===== src/rtl/core/chol_ram.sv =====
// Generic single-port RAM with registered read.
`default_nettype none
module chol_ram #(
  parameter int WIDTH = 32,
  parameter int DEPTH = 64
) (
  input  wire logic                                  clk,
  input  wire logic                                  we,
  input  wire logic [((DEPTH > 1) ? $clog2(DEPTH) : 1)-1:0] addr,
  input  wire logic [WIDTH-1:0]                      wdata,
  output logic      [WIDTH-1:0]                      rdata
);

  logic [WIDTH-1:0] mem [DEPTH];

  always_ff @(posedge clk) begin
    if (we) begin
      mem[addr] <= wdata;
    end
    rdata <= mem[addr];
  end

endmodule
`default_nettype wire


===== config.mk =====
export PLATFORM = sky130hd
export DESIGN_NAME = chol_ram
export DESIGN_NICKNAME = d
export VERILOG_FILES = /design/src/rtl/core/chol_ram.sv
export SDC_FILE = /design/constraint.sdc
export NUM_CORES = 2
export LEC_CHECK = 0
export ABC_AREA = 1
export BUFFER_PORTS_ARGS = -buffer_cell sky130_fd_sc_hd__buf_2
export CORE_UTILIZATION = 40
export DETAILED_ROUTE_END_ITERATION = 7
export PLACE_DENSITY_LB_ADDON = 0.15
export SLEW_MARGIN = 20
export SYNTH_ARGS = -nofsm -noshare
export SYNTH_HDL_FRONTEND = slang
export SYNTH_SLANG_ARGS = --single-unit
export TNS_END_PERCENT = 1

===== constraint.sdc =====
create_clock -name clk -period 12.4 [get_ports clk]
set_clock_uncertainty 0.1 [all_clocks]
set_input_delay 2.48 -clock clk [delete_from_list [all_inputs] [get_ports clk]]
set_output_delay 2.48 -clock clk [all_outputs]
set_load 0.02 [all_outputs]

# Yosys cells after proc, flatten, opt, wreduce, memory -nomap -nowiden
# Memory sizes are Yosys's and may differ from the RTL's. A register that Yosys moved wholly into a read port is not among the register bits.
# Index checks and enable logic that the tools add are counted.
op_classes:
  add_sub_neg: 0
  mul: 0
  n_div: 0
  magnitude_cmp: 0
  n_eq_ne: 0
  shift: 0
  n_mux: 2
  n_bitwise: 0
  n_reduce_logical: 0
op_table:
  columns: ["op", "n"]
  rows:
  - ["1-bit 2-to-1 mux", 2]
totals:
  ff_bits: 0
  latchBits: 0
  ramBits: 2048
  mem_bits_ro: 0
  in_bits: 40
  memories: 1
mem_list:
  columns: ["name", "words", "word_bits", "rd", "rd_ports_with_merged_regs", "write_ports", "line", "text"]
  rows:
  - ["mem", 64, 32, 1, 1, 1, "14", "logic [WIDTH-1:0] mem [DEPTH];"]

# Depth between registers and ports, before layout
logic_depth:
  ltp_word: 2
  ltp_mapped: 15
  depth_no_buf: 11

# Least setup slack after synthesis
# No wires, ideal clock.
synth_path:
  kind: "input to register"
  start: "input addr[0] (netlist name)"
  end: "memory mem[41][0], enable pin"
  t_arrival_ns: 6.263
  path_slack_ns: 5.535
  path_stages: 6
  path_buffers: 4
  cell_sequence: "buf_4 inv_2 buf_6 buf_4 buf_2 nor4_1"
synth_lines:
  columns: ["item", "line", "text"]
  rows:
  - ["start, declared", "9", "input wire logic [((DEPTH > 1) ? $clog2(DEPTH) : 1)-1:0] addr,"]
  - ["end, declared", "14", null]
# No word-level cell before the write port.

==> impl_metrics.yaml <==
routing:
  drt_iter0_drc: 5569
  routed_wl_mm: 263
  drt_pre_antenna_iters: 6
  top_layer_used: "met4"
  ant_nets: 0
  vias_per_cell: 5.03
  wire_per_inst_microns: 22.8
  wl_met3_mm: 16.8
  remaining_drc_errors: 0
  vias: 57800
  dr_wl_met2_mm: 123
  wl_met1_mm: 115
min_path:
  hp-class: "flop to flop"
floorplanning:
  rows: 170
  initial_utilization_pct: 40.3
  die_h_microns: 467
  die_w_microns: 467
  dieArea_sq_mm: 0.218
  ioPinCount: 72
  core_sq_mm: 0.215
sta:
  slew_headroom_pct: 7.92
  finalSetupTns_ps: 0
  fin_crit_ps: 5800
  final.period_utilization_pct: 46.8
  fmax_mhz: 172
  hold_violations: 0
  max_slew.worst_pin.slew_ps: 1380
  rsz0062_at_grt: "false"
  finalMaxSlewViolations: 0
  setup_viol: 0
job:
  maxCapViolCount: 0
layout:
  register_area_sq_mm: 0.0621
  fin_cells: 11500
  final_area_sq_mm: 0.0977
  fillers: 20100
  multiInputGateArea_sq_mm: 0.0228
  nNetsFinal: 8506
  drive_above_1_share_pct: 7.24
  area_growth_pct: 12.9
global_route:
  antenna_found_initial: 18
  grt_pass1_vias: 55200
  grt_max_degree: 192
  grt_pass1_wl_mm: 381
  grt-ovfl-total: 0
  track_usage_pct: 24.0
place:
  place.gp.congestion: 0.827
  hpwl_mm: 141
  dp.cells: 11100
  dpl_cell_area_sq_mm: 0.0904
  port_buffers: 71
synthesis:
  synthesis.area_sq_mm: 0.0865
  ys_ff_latch: 2080
  syn-num-nets: 8480
  yosysWarnings: 0
  ys_seq_area_share_pct: 71.8
  ys_types: 21
  syn_area_per_cell_sq_um: 10.2
  postSynthCellCount: 8440
clocking:
  cts_made_buffers: 220
  numClockSinks: 2080
  post_cts_resized: 0
  root_buffer: "clkbuf_16"
  cts_tree: "built"
  clock_path_buffers: 3
  cts-hold-fix-buffers: 0
  clk_pin_slew_ps: 60
  insertion_delay_ps: 870
  cts.htree.levels: 4
  postCtsSetupRepairBufs: 0
worst_setup_path:
  cp_cell_sequence: "buf_8 > inv_8 > buf_4 > buf_4 > buf_4 > buf_4 > nand2_1 > nand2_1 > nand2_1 > nand2_1 > nand2_1 > nand2_1 > nor2_1 > nand2_1"
  path_class: "input pin to flop"
  worstSetupStartpointType: "input pin"
  worstPathRequired_ps: 13100
  worst-path-max-fanout: 71
  slowest_stage: "buf_4"
  critPathCaptureType: "flop"
  max_stage_delay_ps: 800
  cp_common_cell: "nand2_1"
  cp.arrival_ps: 6500
pwr:
  irDropWorstVdd_uv: 153
  power_density_mw_per_mm2: 157
  total_leakage_power_nw: 40.4
run_status:
  status: "finished clean"
synthesized netlist by cell type:
| library cell | number | area share, % |
|---|---|---|
| buf_6 | 4 | 0.052 |
| inv_2 | 14 | 0.061 |
| buf_4 | 11 | 0.095 |
| inv_1 | 16 | 0.069 |
| nand4_1 | 2 | 0.014 |
| buf_2 | 244 | 1.4 |
| nor2_1 | 137 | 0.59 |
| or2_2 | 5 | 0.036 |
| nand2_1 | 5728 | 25 |
| o21ai_1 | 2 | 0.012 |
| nand3_1 | 13 | 0.075 |
| nor4_1 | 2 | 0.014 |
| o211ai_1 | 5 | 0.043 |
| nor3_2 | 7 | 0.081 |
| clkbuf_1 | 136 | 0.59 |
| or2_1 | 1 | 0.0072 |
| buf_1 | 27 | 0.12 |
| dfxtp_1 | 32 | 0.74 |
| edfxtp_1 | 2048 | 71 |
| o21ai_0 | 5 | 0.029 |
| nor3_1 | 1 | 0.0058 |
worst paths after layout:
check              start         to  slack (ps)  cells after the start
max              addr[1]   rdata[2]        6600                     14
min          mem[56][29]  rdata[29]         700                     10
max reg2reg  mem[21][21]  rdata[21]       10150                     10
min reg2reg  mem[56][29]  rdata[29]         700                     10
cell type report:
class / instances / share of cell area (%)
multi-input combinational: 5908 / 23.4
timing repair buffer: 226 / 1.89
tap: 2838 / 3.64
antenna: 3 / 0.00769
clock inverter: 104 / 1.12
inverter: 30 / 0.138
sequential: 2080 / 63.6
clock buffer: 304 / 6.21
per-stage QoR:
step           setup WS, ps  util, %  total power [W]  hold WS, ps
4_1_cts                6660     45.4           0.0154          698
3_3_place_gp           5780     42.0          0.00891          684
6_report               6600     45.5           0.0153          703
5_1_grt                6420     45.5           0.0158          775
2_1_floorplan          5540        -          0.00846          508
3_5_place_dp           5740     42.1          0.00892          686
critical path: cells and delay by family:
family / cells / cell delay [ps]
buffers and inverters: 6 / 3120
AND/OR/NAND/NOR: 8 / 690
state kept, by name (all words and copies together) (netlist names):
name	count
mem	2048
rdata	32
layer usage:
| metal | global-route usage [%] | vias up |
|---|---|---|
| met5 | 0 | - |
| met4 | 6.85 | 0 |
| met3 | 3.93 | 329 |
| met2 | 38.9 | 1731 |
| met1 | 33.1 | 28500 |
| li1 | - | 27300 |
power breakdown:
part           total [W]  internal [W]  leakage [nW]  switching, W
registers        0.00782       0.00779          18.7     0.0000314
logic           0.000946      0.000203          18.2      0.000743
clock network    0.00653       0.00375          3.49       0.00278
total             0.0153        0.0117          40.4       0.00356
cell families after synthesis:
logic type             Yosys count  synth area share (%)
AO/OA/AOI/OAI                   12                0.0839
flip-flops                    2080                  71.8
AND/OR/NAND/NOR               5896                  25.7
buffers and inverters          452                  2.40
cell usage in the layout (no fill, tap or decap), types with 4 or more instances in the layout:
| master | Yosys | final |
|---|---|---|
| nand2_1 | 5728 | 5728 |
| edfxtp_1 | 2048 | 2048 |
| clkbuf_16 | 0 | 221 |
| buf_4 | 11 | 139 |
| nor2_1 | 137 | 75 |
| buf_2 | 244 | 65 |
| nor2_4 | 0 | 62 |
| clkbuf_1 | 136 | 61 |
| clkinv_1 | 0 | 38 |
| clkinv_2 | 0 | 33 |
| dfxtp_1 | 32 | 32 |
| clkbuf_8 | 0 | 22 |
| inv_1 | 16 | 16 |
| bufinv_16 | 0 | 16 |
| nand3_1 | 13 | 13 |
| buf_12 | 0 | 12 |
| inv_2 | 14 | 11 |
| nor3_4 | 0 | 7 |
| buf_16 | 0 | 7 |
| clkinv_8 | 0 | 6 |
| or2_2 | 5 | 5 |
| o211ai_1 | 5 | 5 |
| o21ai_0 | 5 | 5 |
| clkinv_16 | 0 | 4 |
(Power assumes the default switching activity.)
