`src/rtl/core/chol_pkg.sv`:
```
// Shared constants, types and helper functions of the upper Cholesky factor block.
`default_nettype none
package chol_pkg;

  localparam int MATRIX_DIM = 8;
  localparam int IDX_W      = 3;
  localparam int DEPTH      = MATRIX_DIM * MATRIX_DIM;
  localparam int ADDR_W     = (DEPTH > 1) ? $clog2(DEPTH) : 1;
  localparam int DATA_W     = 32;
  localparam int FRAC_W     = 16;
  localparam int RAD_W      = DATA_W + FRAC_W;
  localparam int ROOT_W     = RAD_W / 2;
  localparam int QUO_W      = DATA_W + FRAC_W;
  localparam int PROD_W     = 2 * DATA_W;

  typedef logic [IDX_W-1:0]         idx_t;
  typedef logic [ADDR_W-1:0]        addr_t;
  typedef logic signed [DATA_W-1:0] data_t;

  localparam idx_t LAST_IDX = IDX_W'(MATRIX_DIM - 1);

  typedef enum logic [3:0] {
    ST_LOAD,
    ST_DIAG_RD,
    ST_DIAG_CHK,
    ST_SQRT,
    ST_ROW_RD,
    ST_ROW_CHK,
    ST_DIV,
    ST_A_RD,
    ST_A_LD,
    ST_B_RD,
    ST_B_MUL,
    ST_C_WR,
    ST_OUT_RD,
    ST_OUT_LD
  } chol_state_t;

  // Linear store address of entry (r, c)
  function automatic addr_t addr_of(input idx_t r, input idx_t c);
    addr_of = ADDR_W'(int'(r) * MATRIX_DIM + int'(c));
  endfunction

  // Clamp a wide signed value to the 32-bit range
  function automatic data_t sat32(input logic signed [PROD_W-1:0] v);
    if ((&v[PROD_W-1:DATA_W-1]) || !(|v[PROD_W-1:DATA_W-1])) begin
      sat32 = v[DATA_W-1:0];
    end else if (v[PROD_W-1]) begin
      sat32 = {1'b1, {(DATA_W-1){1'b0}}};
    end else begin
      sat32 = {1'b0, {(DATA_W-1){1'b1}}};
    end
  endfunction

endpackage
`default_nettype wire

```
`src/rtl/core/chol_sqrt.sv`:
```
// Iterative floor square root, two radicand bits per cycle.
`default_nettype none
module chol_sqrt (
  input  wire logic                          clk,
  input  wire logic                          rst_n,
  input  wire logic                          start,
  input  wire logic [chol_pkg::RAD_W-1:0]    radicand,
  output logic                               done,
  output logic [chol_pkg::ROOT_W-1:0]        root
);

  localparam int STEPS = chol_pkg::RAD_W / 2;
  localparam int CNT_W = $clog2(STEPS + 1);
  localparam int REM_W = chol_pkg::ROOT_W + 3;

  logic [chol_pkg::RAD_W-1:0]  rad_r;
  logic [REM_W-1:0]            rem_r;
  logic [chol_pkg::ROOT_W-1:0] root_r;
  logic [CNT_W-1:0]            cnt_r;
  logic                        run_r;
  logic                        done_r;
  logic [REM_W-1:0]            rem_sh;
  logic [REM_W-1:0]            trial;
  logic                        fits;

  // One digit of the restoring root recurrence
  always_comb begin
    rem_sh = {rem_r[REM_W-3:0], rad_r[chol_pkg::RAD_W-1 -: 2]};
    trial  = {1'b0, root_r, 2'b01};
    fits   = (rem_sh >= trial);
  end

  // Control
  always_ff @(posedge clk) begin
    if (!rst_n) begin
      run_r  <= 1'b0;
      done_r <= 1'b0;
      cnt_r  <= '0;
    end else begin
      done_r <= 1'b0;
      if (start) begin
        run_r <= 1'b1;
        cnt_r <= '0;
      end else if (run_r) begin
        cnt_r <= cnt_r + 1'b1;
        if (cnt_r == CNT_W'(STEPS - 1)) begin
          run_r  <= 1'b0;
          done_r <= 1'b1;
        end
      end
    end
  end

  // Datapath
  always_ff @(posedge clk) begin
    if (start) begin
      rad_r  <= radicand;
      rem_r  <= '0;
      root_r <= '0;
    end else if (run_r) begin
      rad_r  <= {rad_r[chol_pkg::RAD_W-3:0], 2'b00};
      rem_r  <= fits ? (rem_sh - trial) : rem_sh;
      root_r <= {root_r[chol_pkg::ROOT_W-2:0], fits};
    end
  end

  assign done = done_r;
  assign root = root_r;

endmodule
`default_nettype wire

```
`config.mk`:
```
export PLATFORM = sky130hd
export DESIGN_NAME = chol_sqrt
export DESIGN_NICKNAME = d
export VERILOG_FILES = /design/src/rtl/core/chol_pkg.sv /design/src/rtl/core/chol_sqrt.sv
export SDC_FILE = /design/constraint.sdc
export NUM_CORES = 1
export LEC_CHECK = 0
export ABC_CLOCK_PERIOD_IN_PS = 3070
export BUFFER_PORTS_ARGS = -buffer_cell sky130_fd_sc_hd__buf_2
export CORE_MARGIN = 8
export CORE_UTILIZATION = 32
export DETAILED_ROUTE_END_ITERATION = 8
export PLACE_DENSITY = 0.52
export RECOVER_POWER = 25
export SLEW_MARGIN = 0
export SYNTH_ARGS = -nofsm -noshare
export SYNTH_HDL_FRONTEND = slang
export SYNTH_SLANG_ARGS = --single-unit
```
`constraint.sdc`:
```
create_clock -name clk -period 3.07 [get_ports clk]
set_input_delay 0.614 -clock clk [delete_from_list [all_inputs] [get_ports clk]]
set_output_delay 0.614 -clock clk [all_outputs]
set_load 0.01 [all_outputs]
```
# ---- Word level (Yosys, flattened, before mapping)
# Cells that the tools add are included.
dict set report totals {
  wordCells 22
  input_bits 51
  ff_bits 104
}
dict set report op_classes {
  eq_ne 1
  addsub 2
  bitwise 2
  order_cmp 1
  n_mux 7
  n_reduce_logical 3
}
# operator count
set ops {}
lappend ops {{$mux W48} 2}
lappend ops {{$ge A27 B26 Y1} 1}
lappend ops {{$mux W25} 1}
lappend ops {{$sub A25 B25 Y25} 1}
lappend ops {{$add A5 B1 Y5 const B} 1}
lappend ops {{$eq A5 B5 Y1 const B} 1}
lappend ops {{$mux W1} 4}
lappend ops {{$reduce_or A3 Y1} 1}
lappend ops {{$not A1 Y1} 2}
lappend ops {{$reduce_bool A2 Y1} 1}
lappend ops {{$reduce_or A2 Y1} 1}

# ---- Longest topological paths before layout
dict set report logic_depth {
  ltp_word 4
  mapped_depth 13
}

# ---- Least setup slack after synthesis
# Ideal clock, no wire load.
dict set report synth_timing {
  path_kind {register to register}
  from {reg root_r (netlist bit root[0])}
  to {reg rem_r[1]}
  t_required_ns 2.991
  period_less_slack_ns 2.557
  path_buffers 1
  stages_incl_launch_ff 12
  setup_ns 0.079
  slack_ns 0.513
  arrival_ns 2.477
  cell_sequence {dfxtp_1 > inv_1 > ha_1 > o211ai_1 > o211ai_2 > a2111oi_4 > o21ai_2 > a31oi_4 > o21bai_2 > buf_6 > mux2_4 > a211oi_2}
}
dict set report synth_between {
  elab_chain_cells 2
}
# element line
set synth_lines {}
lappend synth_lines {{start, declared} chol_sqrt.sv:18} ;# logic [chol_pkg::ROOT_W-1:0] root_r;
lappend synth_lines {{start signal, assigned} chol_sqrt.sv:63} ;# root_r <= {root_r[chol_pkg::ROOT_W-2:0], fits};
lappend synth_lines {{$ge A27 B26 Y1} chol_sqrt.sv:30} ;# fits = (rem_sh >= trial);
lappend synth_lines {{$mux W25} chol_sqrt.sv:62} ;# rem_r <= fits ? (rem_sh - trial) : rem_sh;
lappend synth_lines {{end signal, assigned} chol_sqrt.sv:62}
lappend synth_lines {{end, declared} chol_sqrt.sv:17} ;# logic [REM_W-1:0] rem_r;
# No other way between the ends.
# A chain may end at the register's enable or synchronous reset.

# ---- Worst setup path in the final report
dict set report layout_timing {
  from {reg root_r (netlist bit root[6])}
  to {reg rem_r[2]}
}
# The elaborated chain is that of the path after synthesis.

==> metrics.md <==
| Metric | Value |
|---|---|
| Status | `complete, no violations` |
| Total Routed Length | `~12 mm` |
| TritonCTS clock tree | `yes` |
| Max IR drop VDD | `0.335 mV` |
| #FFs+latches synth | `roughly 100` |
| Final setup viols | `0` |
| CP Launch Type | `register` |
| FP Rows | `48` |
| Post-route minimum period | `roughly 2.8 ns` |
| RSZ-0062 raised after global routing | `false` |
| H-tree levels | `3` |
| Fill count | `between 1500 and 2000` |
| Design area | `between 6000 and 7000 µm²` |
| Core Area | `17300 µm²` |
| Slew headroom | `15.9%` |
| Clock buffer depth | `2` |
| Max_cap viols | `0` |
| FMAX | `362 MHz` |
| Post-synth top cells | `nor2_1, dfxtp_1, edfxtp_1, mux2i_1, mux2_2` |
| Top cell type by total area after synthesis | `edfxtp_1` |
| Syn Std Cell Area | `5670 µm²` |
| First-pass GRT wire length | `20.7 mm` |
| Synth Flop Type | `dfxtp_1` |
| Vias in the first global route | `4264` |
| Die area | `between 20000 and 25000 µm²` |
| Syn nets | `606` |
| Total global-route track usage | `11.3%` |
| Hold Path Class | `input port to register` |
| Layout area overhead | `15.8%` |
| Hold Path Origin | `rst_n` |
| GP Congestion | `0.798` |
| Synth top area share | `25.4%` |
| Post-synth EDFFs | `48` |
| Via count of the routed design | `4042` |
| Reg2reg start | `root[6]` |
| Clock sinks | `104` |
| Initial drt markers | `141` |
| Reg clk slew, reported paths | `0.08 ns` |
| Period utilization | `between 80% and 90%` |
| Clock Latency Late Sink | `0.36 ns` |
| Max Slew Vio Count | `0` |
| Yosys warnings | `0` |
| Worst-Margin Slew | `1.26 ns` |
| Critical Path End Type | `register` |
| Drt pass-1 iters | `4` |
| Clock Tree Root | `clkbuf_16` |
| Nets | `671` |
| Async S/R FF share, synth | `0%` |
| Critical Path Fanout Max | `13` |
| Initial Util | `about a third` |
| Chip height | `149 µm` |
| Most area-consuming cells after synthesis | `edfxtp_1, dfxtp_1, mux2_2, mux2i_1, ha_1` |
| Hold Fails Final Rpt | `0` |
| Vias per cell | `4.91` |
| Crit path launch | `root[6]` |
| Die width | `around 150 µm` |
| Antenna viol nets, final | `0` |
| Sequential area share after synthesis | `between 40% and 50%` |
| Cell leakage power | `2.66 nW` |
| # DRC | `0` |
| PwrDens | `637 nW/µm²` |
| Avg Cell Area, Syn | `10.7 µm²` |
| DP Area | `~6300 µm²` |
| Total grt overflow | `0` |
| Count leader, synth | `nor2_1` |
| Final setup TNS | `0 ns` |
| Top Ports | `76` |
| TritonCTS Buffers | `9` |
| IO buf count | `75` |
| CP Data Required Time | `3.29 ns` |
| Antenna diode count | `0` |
| Cells after Synth | `about 530` |
| CP Class | `register to register` |
| Layout cell share with drive strength beyond 1 | `26.4%` |
| WL per Instance | `14.4 µm` |
| Worst Skew | `~0.0078 ns` |
| Post-CTS sizing | `0` |
| # hold bufs at CTS | `0` |
| Initial antenna violation count | `4` |
| Dpl hpwl | `between 8 and 9 mm` |
| Post-CTS setup buffers | `0` |
| Worst Path Arrival | `2.98 ns` |
| Largest net degree at the start of global routing | `53` |
| Distinct cell type count after synthesis | `60` |
-- metal layers --
layer	vias up	track usage, %	wire [µm]
met1	1888	13.7	5360
li1	2054	-	-
met3	20	4.92	824
met4	8	3.48	155
met2	72	17.9	5490
met5	-	0	52
-- through the flow --
step	total power [mW]	utilization, %	instances	setup slack, ns	hold WS, ns
after floorplan	2.81	-	528	0.513	0.451
after global placement	3.05	36.3	807	0.387	0.478
final	4.19	38.0	823	0.309	0.484
after detailed placement	3.06	36.3	807	0.296	0.491
after global routing	4.45	38.0	823	0.0113	0.480
after CTS	4.26	38.0	823	0.277	0.468
-- critical path, cell delays in order (launching register included) --
cell and delay (ns):
dfxtp_1 0.37, inv_1 0.06, ha_1 0.39, o211ai_1 0.12, nor2_1 0.31, a2111oi_4 0.13, o21ai_2 0.21, a31oi_4 0.13
o21bai_2 0.26, buf_4 0.31, mux2i_1 0.24, a211oi_1 0.09
-- path summary, 6_finish.rpt --
| kind | endpoint | slack, ns | cells after the start |
|---|---|---|---|
| worst min-delay path | run_r | 0.48 | 2 |
| worst max register to register | rem_r[2] | 0.31 | 11 |
| worst max-delay path | rem_r[2] | 0.31 | 11 |
| worst min register to register | rem_r[24] | 0.50 | 2 |
-- cell type report --
| cell class | instances | area [µm²] | share of cell area, % |
|---|---|---|---|
| clock inverters | 7 | 76.3 | 1.16 |
| well taps | 225 | 282 | 4.29 |
| multi-input cells | 366 | 2860 | 43.6 |
| clock buffers | 9 | 225 | 3.43 |
| flip-flops and latches | 104 | 2560 | 39.0 |
| repair buffers | 84 | 453 | 6.90 |
| inverters | 28 | 105 | 1.60 |
-- cell families after synthesis --
group,Yosys count,share of synthesized area (%)
AO/OA/AOI/OAI,94,12.3
XOR/XNOR,26,4.02
adder cells (fa/ha/maj),27,5.96
buffers and inverters,58,4.30
flip-flops,104,45.2
multiplexers,95,17.9
AND/OR/NAND/NOR,124,10.4
-- state kept, by name, summed over array words and instances (netlist names) --
register and flops:
rad_r 48, rem_r 25, root 24, cnt_r 5, done 1, run_r 1
-- cells in the final DEF, fill, tap and decap left out, types with 21 or more instances in the layout --
cell type  count
a21oi_1       21
inv_1         28
edfxtp_1      48
buf_2         73
mux2_2        46
ha_1          27
mux2i_1       48
a211oi_1      23
dfxtp_1       55
nor2_1        65
-- report_power, final --
| part | leakage, nW | switching [mW] | internal, mW | total, mW |
|---|---|---|---|---|
| clock | 0.149 | 0.582 | 0.581 | 1.16 |
| combinational | 1.57 | 0.718 | 0.655 | 1.37 |
| sequential | 0.941 | 0.0640 | 1.59 | 1.65 |
Note: power is estimated with default switching activity, not from simulation.
