<file path="src/rtl/core/chol_pkg.sv">
// Shared constants, types and helper functions of the upper Cholesky factor block.
`default_nettype none
package chol_pkg;

  localparam int MATRIX_DIM = 8;
  localparam int IDX_W      = 3;
  localparam int DEPTH      = MATRIX_DIM * MATRIX_DIM;
  localparam int ADDR_W     = (DEPTH > 1) ? $clog2(DEPTH) : 1;
  localparam int DATA_W     = 32;
  localparam int FRAC_W     = 16;
  localparam int RAD_W      = DATA_W + FRAC_W;
  localparam int ROOT_W     = RAD_W / 2;
  localparam int QUO_W      = DATA_W + FRAC_W;
  localparam int PROD_W     = 2 * DATA_W;

  typedef logic [IDX_W-1:0]         idx_t;
  typedef logic [ADDR_W-1:0]        addr_t;
  typedef logic signed [DATA_W-1:0] data_t;

  localparam idx_t LAST_IDX = IDX_W'(MATRIX_DIM - 1);

  typedef enum logic [3:0] {
    ST_LOAD,
    ST_DIAG_RD,
    ST_DIAG_CHK,
    ST_SQRT,
    ST_ROW_RD,
    ST_ROW_CHK,
    ST_DIV,
    ST_A_RD,
    ST_A_LD,
    ST_B_RD,
    ST_B_MUL,
    ST_C_WR,
    ST_OUT_RD,
    ST_OUT_LD
  } chol_state_t;

  // Linear store address of entry (r, c)
  function automatic addr_t addr_of(input idx_t r, input idx_t c);
    addr_of = ADDR_W'(int'(r) * MATRIX_DIM + int'(c));
  endfunction

  // Clamp a wide signed value to the 32-bit range
  function automatic data_t sat32(input logic signed [PROD_W-1:0] v);
    if ((&v[PROD_W-1:DATA_W-1]) || !(|v[PROD_W-1:DATA_W-1])) begin
      sat32 = v[DATA_W-1:0];
    end else if (v[PROD_W-1]) begin
      sat32 = {1'b1, {(DATA_W-1){1'b0}}};
    end else begin
      sat32 = {1'b0, {(DATA_W-1){1'b1}}};
    end
  endfunction

endpackage
`default_nettype wire

</file>
<file path="src/rtl/core/chol_div.sv">
// Iterative signed Q16.16 divide by a positive root, truncating, saturated.
`default_nettype none
module chol_div (
  input  wire logic                          clk,
  input  wire logic                          rst_n,
  input  wire logic                          start,
  input  wire chol_pkg::data_t               numer,
  input  wire logic [chol_pkg::ROOT_W-1:0]   divisor,
  output logic                               done,
  output chol_pkg::data_t                    quotient
);

  localparam int STEPS = chol_pkg::QUO_W;
  localparam int CNT_W = $clog2(STEPS + 1);
  localparam int DW    = chol_pkg::DATA_W;
  localparam int RW    = chol_pkg::ROOT_W;

  logic [chol_pkg::QUO_W-1:0] num_r;
  logic [RW-1:0]              rem_r;
  logic [RW-1:0]              div_r;
  logic                       neg_r;
  logic [CNT_W-1:0]           cnt_r;
  logic                       run_r;
  logic                       done_r;
  logic [DW-1:0]              mag;
  logic [RW:0]                rem_sh;
  logic                       fits;
  logic                       pos_ovf;
  logic                       neg_ovf;

  // Magnitude of the numerator
  assign mag = numer[DW-1] ? (~numer + 1'b1) : numer;

  // One bit of restoring division
  always_comb begin
    rem_sh = {rem_r, num_r[chol_pkg::QUO_W-1]};
    fits   = (rem_sh >= {1'b0, div_r});
  end

  // Control
  always_ff @(posedge clk) begin
    if (!rst_n) begin
      run_r  <= 1'b0;
      done_r <= 1'b0;
      cnt_r  <= '0;
    end else begin
      done_r <= 1'b0;
      if (start) begin
        run_r <= 1'b1;
        cnt_r <= '0;
      end else if (run_r) begin
        cnt_r <= cnt_r + 1'b1;
        if (cnt_r == CNT_W'(STEPS - 1)) begin
          run_r  <= 1'b0;
          done_r <= 1'b1;
        end
      end
    end
  end

  // Datapath: the numerator register collects quotient bits as it shifts out
  always_ff @(posedge clk) begin
    if (start) begin
      num_r <= {mag, {chol_pkg::FRAC_W{1'b0}}};
      rem_r <= '0;
      div_r <= divisor;
      neg_r <= numer[DW-1];
    end else if (run_r) begin
      num_r <= {num_r[chol_pkg::QUO_W-2:0], fits};
      rem_r <= fits ? RW'(rem_sh - {1'b0, div_r}) : RW'(rem_sh);
    end
  end

  // Sign and saturation of the finished magnitude
  always_comb begin
    pos_ovf = |num_r[chol_pkg::QUO_W-1:DW-1];
    neg_ovf = (|num_r[chol_pkg::QUO_W-1:DW]) || (num_r[DW-1] && (|num_r[DW-2:0]));
    if (neg_r) begin
      quotient = neg_ovf ? {1'b1, {(DW-1){1'b0}}} : (~num_r[DW-1:0] + 1'b1);
    end else begin
      quotient = pos_ovf ? {1'b0, {(DW-1){1'b1}}} : num_r[DW-1:0];
    end
  end

  assign done = done_r;

endmodule
`default_nettype wire

</file>
<file path="config.mk">
export PLATFORM = sky130hd
export DESIGN_NAME = chol_div
export DESIGN_NICKNAME = d
export VERILOG_FILES = /design/src/rtl/core/chol_pkg.sv /design/src/rtl/core/chol_div.sv
export SDC_FILE = /design/constraint.sdc
export NUM_CORES = 1
export LEC_CHECK = 0
export BUFFER_PORTS_ARGS = -buffer_cell sky130_fd_sc_hd__buf_2
export CORE_MARGIN = 2
export CORE_UTILIZATION = 40
export DETAILED_ROUTE_END_ITERATION = 12
export GPL_TIMING_DRIVEN = 0
export PLACE_DENSITY_LB_ADDON = 0.12
export SLEW_MARGIN = 10
export SYNTH_ARGS = -nofsm -noshare
export SYNTH_HDL_FRONTEND = slang
export SYNTH_SLANG_ARGS = --single-unit
</file>
<file path="constraint.sdc">
create_clock -name clk -period 2.9 [get_ports clk]
set_input_delay 0.29 -clock clk [delete_from_list [all_inputs] [get_ports clk]]
set_output_delay 0.29 -clock clk [all_outputs]
set_load 0.03 [all_outputs]
</file>
# == Yosys cells after proc, flatten, opt, wreduce, memory -nomap -nowiden ==
# Cells that the tools add are included.
# word_totals
in_bits,59
ramBits,0
latch_bits,0
output_inout_bits,33
mem_count,0
mem_bits_ro,0
reg_bits,105
# op_classes
muxes,11
add_sub_neg,4
n_lt_le_gt_ge,1
n_eq_ne,1
shifts,0
reduce_logical,8
mul,0
n_bitwise,4
n_div,0
# op_table
op,n
32-bit two-way mux,4
48-bit two-way mux,2
32-bit by 1-bit adder with 32-bit output (second input constant),2
32-bit inverter,2
31-bit OR reduction,1
25-bit by 24-bit >= comparator with 1-bit output,1
24-bit two-way mux,1
24-bit subtractor,1
17-bit OR reduction,1
16-bit OR reduction,1
6-bit by 1-bit adder with 6-bit output (second input constant),1
6-bit == test (second input constant),1
1-bit two-way mux,4
3-bit OR reduction,1
1-bit inverter,2
2-bit nonzero test,1
2-bit OR reduction,1
1-bit logical AND,1
1-bit logical OR,1

# == Longest topological paths before layout ==
# logic_depth
depth_word,5
depth_mapped,12
depth_no_buf,11

# == Least setup slack after synthesis ==
# OpenSTA, ideal clock, no wires.
# synth_path
path_type,register to output
startpoint,register num_r[0] (netlist bit)
endpoint,output port quotient[20]
t_arrival_ns,3.284
stages_incl_launch_ff,11
path_buffers,1
setup_slack_ns,-0.674
required_time_ns,2.610
cell_sequence,dfxtp_1 -> inv_1 -> ha_1 -> or3b_1 -> or3_4 -> nor4b_4 -> nand4b_2 -> o41ai_4 -> nand3_1 -> buf_2 -> o311ai_1
# synth_between
elab_chain_len,5
word_cells_on_any_way,7
# synth_lines
element,line_no,rtl
"start, declared",chol_div.sv:18,logic [chol_pkg::QUO_W-1:0] num_r;
"start signal, assigned",chol_div.sv:64,"num_r <= {mag, {chol_pkg::FRAC_W{1'b0}}};"
"start signal, assigned",chol_div.sv:69,"num_r <= {num_r[chol_pkg::QUO_W-2:0], fits};"
"parallel branches: the longest is 3 deep, another holds 32-bit by 1-bit adder with 32-bit output",n/a,
32-bit two-way mux *,chol_div.sv:79,"quotient = neg_ovf ? {1'b1, {(DW-1){1'b0}}} : (~num_r[DW-1:0] + 1'b1);"
32-bit two-way mux *,chol_div.sv:78,if (neg_r) begin
"end, declared",chol_div.sv:10,output chol_pkg::data_t quotient
# Every way passes the cells marked *.

# == Worst setup path in the final report ==
# layout_path
startpoint,register num_r[1] (netlist bit)
endpoint,output port quotient[2]
# The elaborated chain is that of the path after synthesis.

==> flow_summary.json <==
{
  "status": "finished, violations left",
  "violations": "negative setup slack",
  "ys_ff_latch": 105,
  "clockBufferDepth": 2,
  "fin_ws_ns": -0.861,
  "root_buffer": "clkbuf_16",
  "synth_common_cells": "nand2_1 (86), o21ai_0 (84), nor2_1 (77), edfxtp_1 (57), dfxtp_1 (48)",
  "die_h_um": 138,
  "period_share_pct": 130,
  "postPlaceCellArea_mm2": 0.00817,
  "syn_avg_cell_area_um2": 8.55,
  "cts.sinks": 105,
  "syn-num-nets": 931,
  "numCtsBuffers": 9,
  "top_layer": "met4",
  "synth_top_flop_cell": "edfxtp_1",
  "p_leak_uw": 0.00368,
  "finalHoldViolCount": 0,
  "port-buffer-count": 91,
  "clk_transition_reported_paths_ns": 0.08,
  "power_density_mw_per_mm2": 470,
  "ant_nets": 0,
  "core_area_mm2": 0.0178,
  "stdcell_area_mm2": 0.00937,
  "drtIter0Drc": 455,
  "postSynthCellCount": 844,
  "ys_top_cells_by_area": "edfxtp_1 (24%), dfxtp_1 (13%), o21ai_0 (5.8%)",
  "async_flop_share_pct": 0,
  "power_uw": 4400,
  "ys_types": 72,
  "hold_path.class": "in -> reg",
  "nets": 1055,
  "hp-start": "divisor[6]",
  "cts_hold_buf": 0,
  "finalCriticalPeriod_ns": 3.76,
  "peakVddDrop_v": 0.000296,
  "grt_setup_unrepaired": "true",
  "drive_above_1_share_pct": 26.7,
  "clk_latency_ns": 0.36,
  "start_kind": "flop",
  "die_w_um": 138,
  "dp_slack_ns": -0.935,
  "io_pins": 92,
  "rows": 49,
  "via_per_inst": 5.75,
  "arrival_ns": 3.47,
  "tightestPinTransition_ns": 0.807,
  "area_delta_synth_final_pct": 29.8,
  "synth_top_cell_area_share_pct": 23.7,
  "cts_tree": "done",
  "syn_area_mm2": 0.00721,
  "dieArea_mm2": 0.0191,
  "start_util_pct": 40.4,
  "h-tree-depth": 3,
  "wl_met2_um": 9630,
  "clock_skew_ns": 0.0100,
  "worstReg2RegStart": "div_r[4]",
  "synth_area_leader_cell": "edfxtp_1",
  "antenna_found_initial": 0,
  "grt_max_degree": 33,
  "seq_area_frac_synth_pct": 37.0,
  "dr_wl_met3_um": 1110,
  "routabilityCongestion": 0.885,
  "overflow": 0,
  "end_kind": "output pin",
  "report.final.setup_viol": 32,
  "path_class": "reg -> out",
  "yosysMostFrequentCell": "nand2_1",
  "grt_usage_pct": 22.0,
  "finalMaxSlewViolations": 0,
  "worst_ep_required_time_ns": 2.61,
  "maxCapViolations": 0,
  "wl_met1_um": 10500,
  "drt-pass1-iter-count": 5,
  "grt_pass1_wl_um": 34400,
  "drc": 0,
  "crit_path_start": "num_r[1]",
  "yosys_warnings": 0,
  "critical_path.max_fanout": 5,
  "avgRoutedWirePerCell_um": 17.9,
  "max_freq_mhz": 266,
  "vias": 6913,
  "grt_pass1_vias": 6564,
  "slew_headroom_pct": 46.0,
  "hpwl_um": 15200,
  "n_fill_cell": 1706,
  "routed_wl_um": 21500,
  "synth-edff-count": 57,
  "antenna_cells": 0
}
==> placed cells by master (no fill, tap or decap), drive strengths merged, types with 18 or more instances in the layout <==
master and n:
mux2i 18, nand3 41, xor2 38, a21oi 29
buf 126, clkbuf 46, nand2 86, a211o 19
nor3 24, dfxtp 48, nor2 78, inv 40
o21ai 85, edfxtp 57, ha 27
==> state kept, by name, summed over array words and instances (netlist names) <==
name and count:
num_r 48, div_r 24, cnt_r 6, done 1
rem_r 24, run_r 1, neg_r 1
==> worst max-delay path, cell delays in order, from the launching register on <==
cell and delay [ns]:
dfxtp_2 0.34, inv_2 0.07, ha_4 0.12, or3b_4 0.37
or3_4 0.40, nor4b_4 0.31, nand4b_4 0.17, o41ai_4 0.28
buf_4 0.19, nand3_4 0.12, buf_12 0.18, buf_16 0.13
o311ai_4 0.26, buf_6 0.18
==> where the power goes <==
part	switching, µW	total, µW	leakage [µW]	internal (µW)
clock network	601	1250	0.000145	645
logic	787	1350	0.00256	561
registers	110	1810	0.000974	1700
total	1500	4400	0.00368	2900
==> what timing repair did <==
action | in CTS | in global routing
endpoints found under the setup margin | 57 | 56
buffers inserted | 21 | 7
gates resized for setup | 107 | 77
gates cloned | 3 | 1
pin swaps | 27 | 19
==> layer usage <==
layer  track usage (%)  up-vias
met2              34.1      190
met3              4.02       22
li1                  -     3385
met5                 0        -
met4              5.80        0
met1              31.8     3316
==> cell families (layout without fill, tap and decap cells) <==
logic type                 Yosys count  after routing  synth area share [%]
and+or+nand+nor                    320            320                  22.4
xor gates and xnor gates            51             51                  6.19
buffers and inverters               85            214                  4.49
adders and majority gates           28             28                  4.96
muxes                               18             18                  2.50
DFF                                105            105                  37.0
AOI/OAI and AO/OA                  237            237                  22.4
==> area by class of cell <==
cell class	count	area [µm²]	area share (%)
plain buffers	41	188	2.00
multi-input cells	654	4840	51.6
inverters	37	139	1.48
clock buffers	11	253	2.70
repair buffers	120	942	10.1
clock inverters	5	45.0	0.481
flip-flops and latches	105	2680	28.6
well taps	229	287	3.06
==> stage by stage <==
stage / utilization (%) / TNS [ns] / hold slack (ns) / instances
2_1_floorplan: - / -8.34 / 0.389 / 844
3_3_place_gp: 45.8 / -40.70 / 0.466 / 1164
3_5_place_dp: 45.8 / -33.96 / 0.468 / 1164
4_1_cts: 50.8 / -24.69 / 0.0819 / 1200
5_1_grt: 52.5 / -25.91 / 0.0755 / 1202
6_report: 52.5 / -22.46 / 0.0968 / 1202
==> worst paths after layout <==
kind / endpoint / slack [ns] / cells after the start
hold reg to reg: cnt_r[5] / 0.49 / 2
hold / removal: div_r[6] / 0.1 / 1
setup reg to reg: rem_r[0] / 0.13 / 11
setup / recovery: quotient[2] / -0.86 / 13
Note: power is estimated with default switching activity, not from simulation.
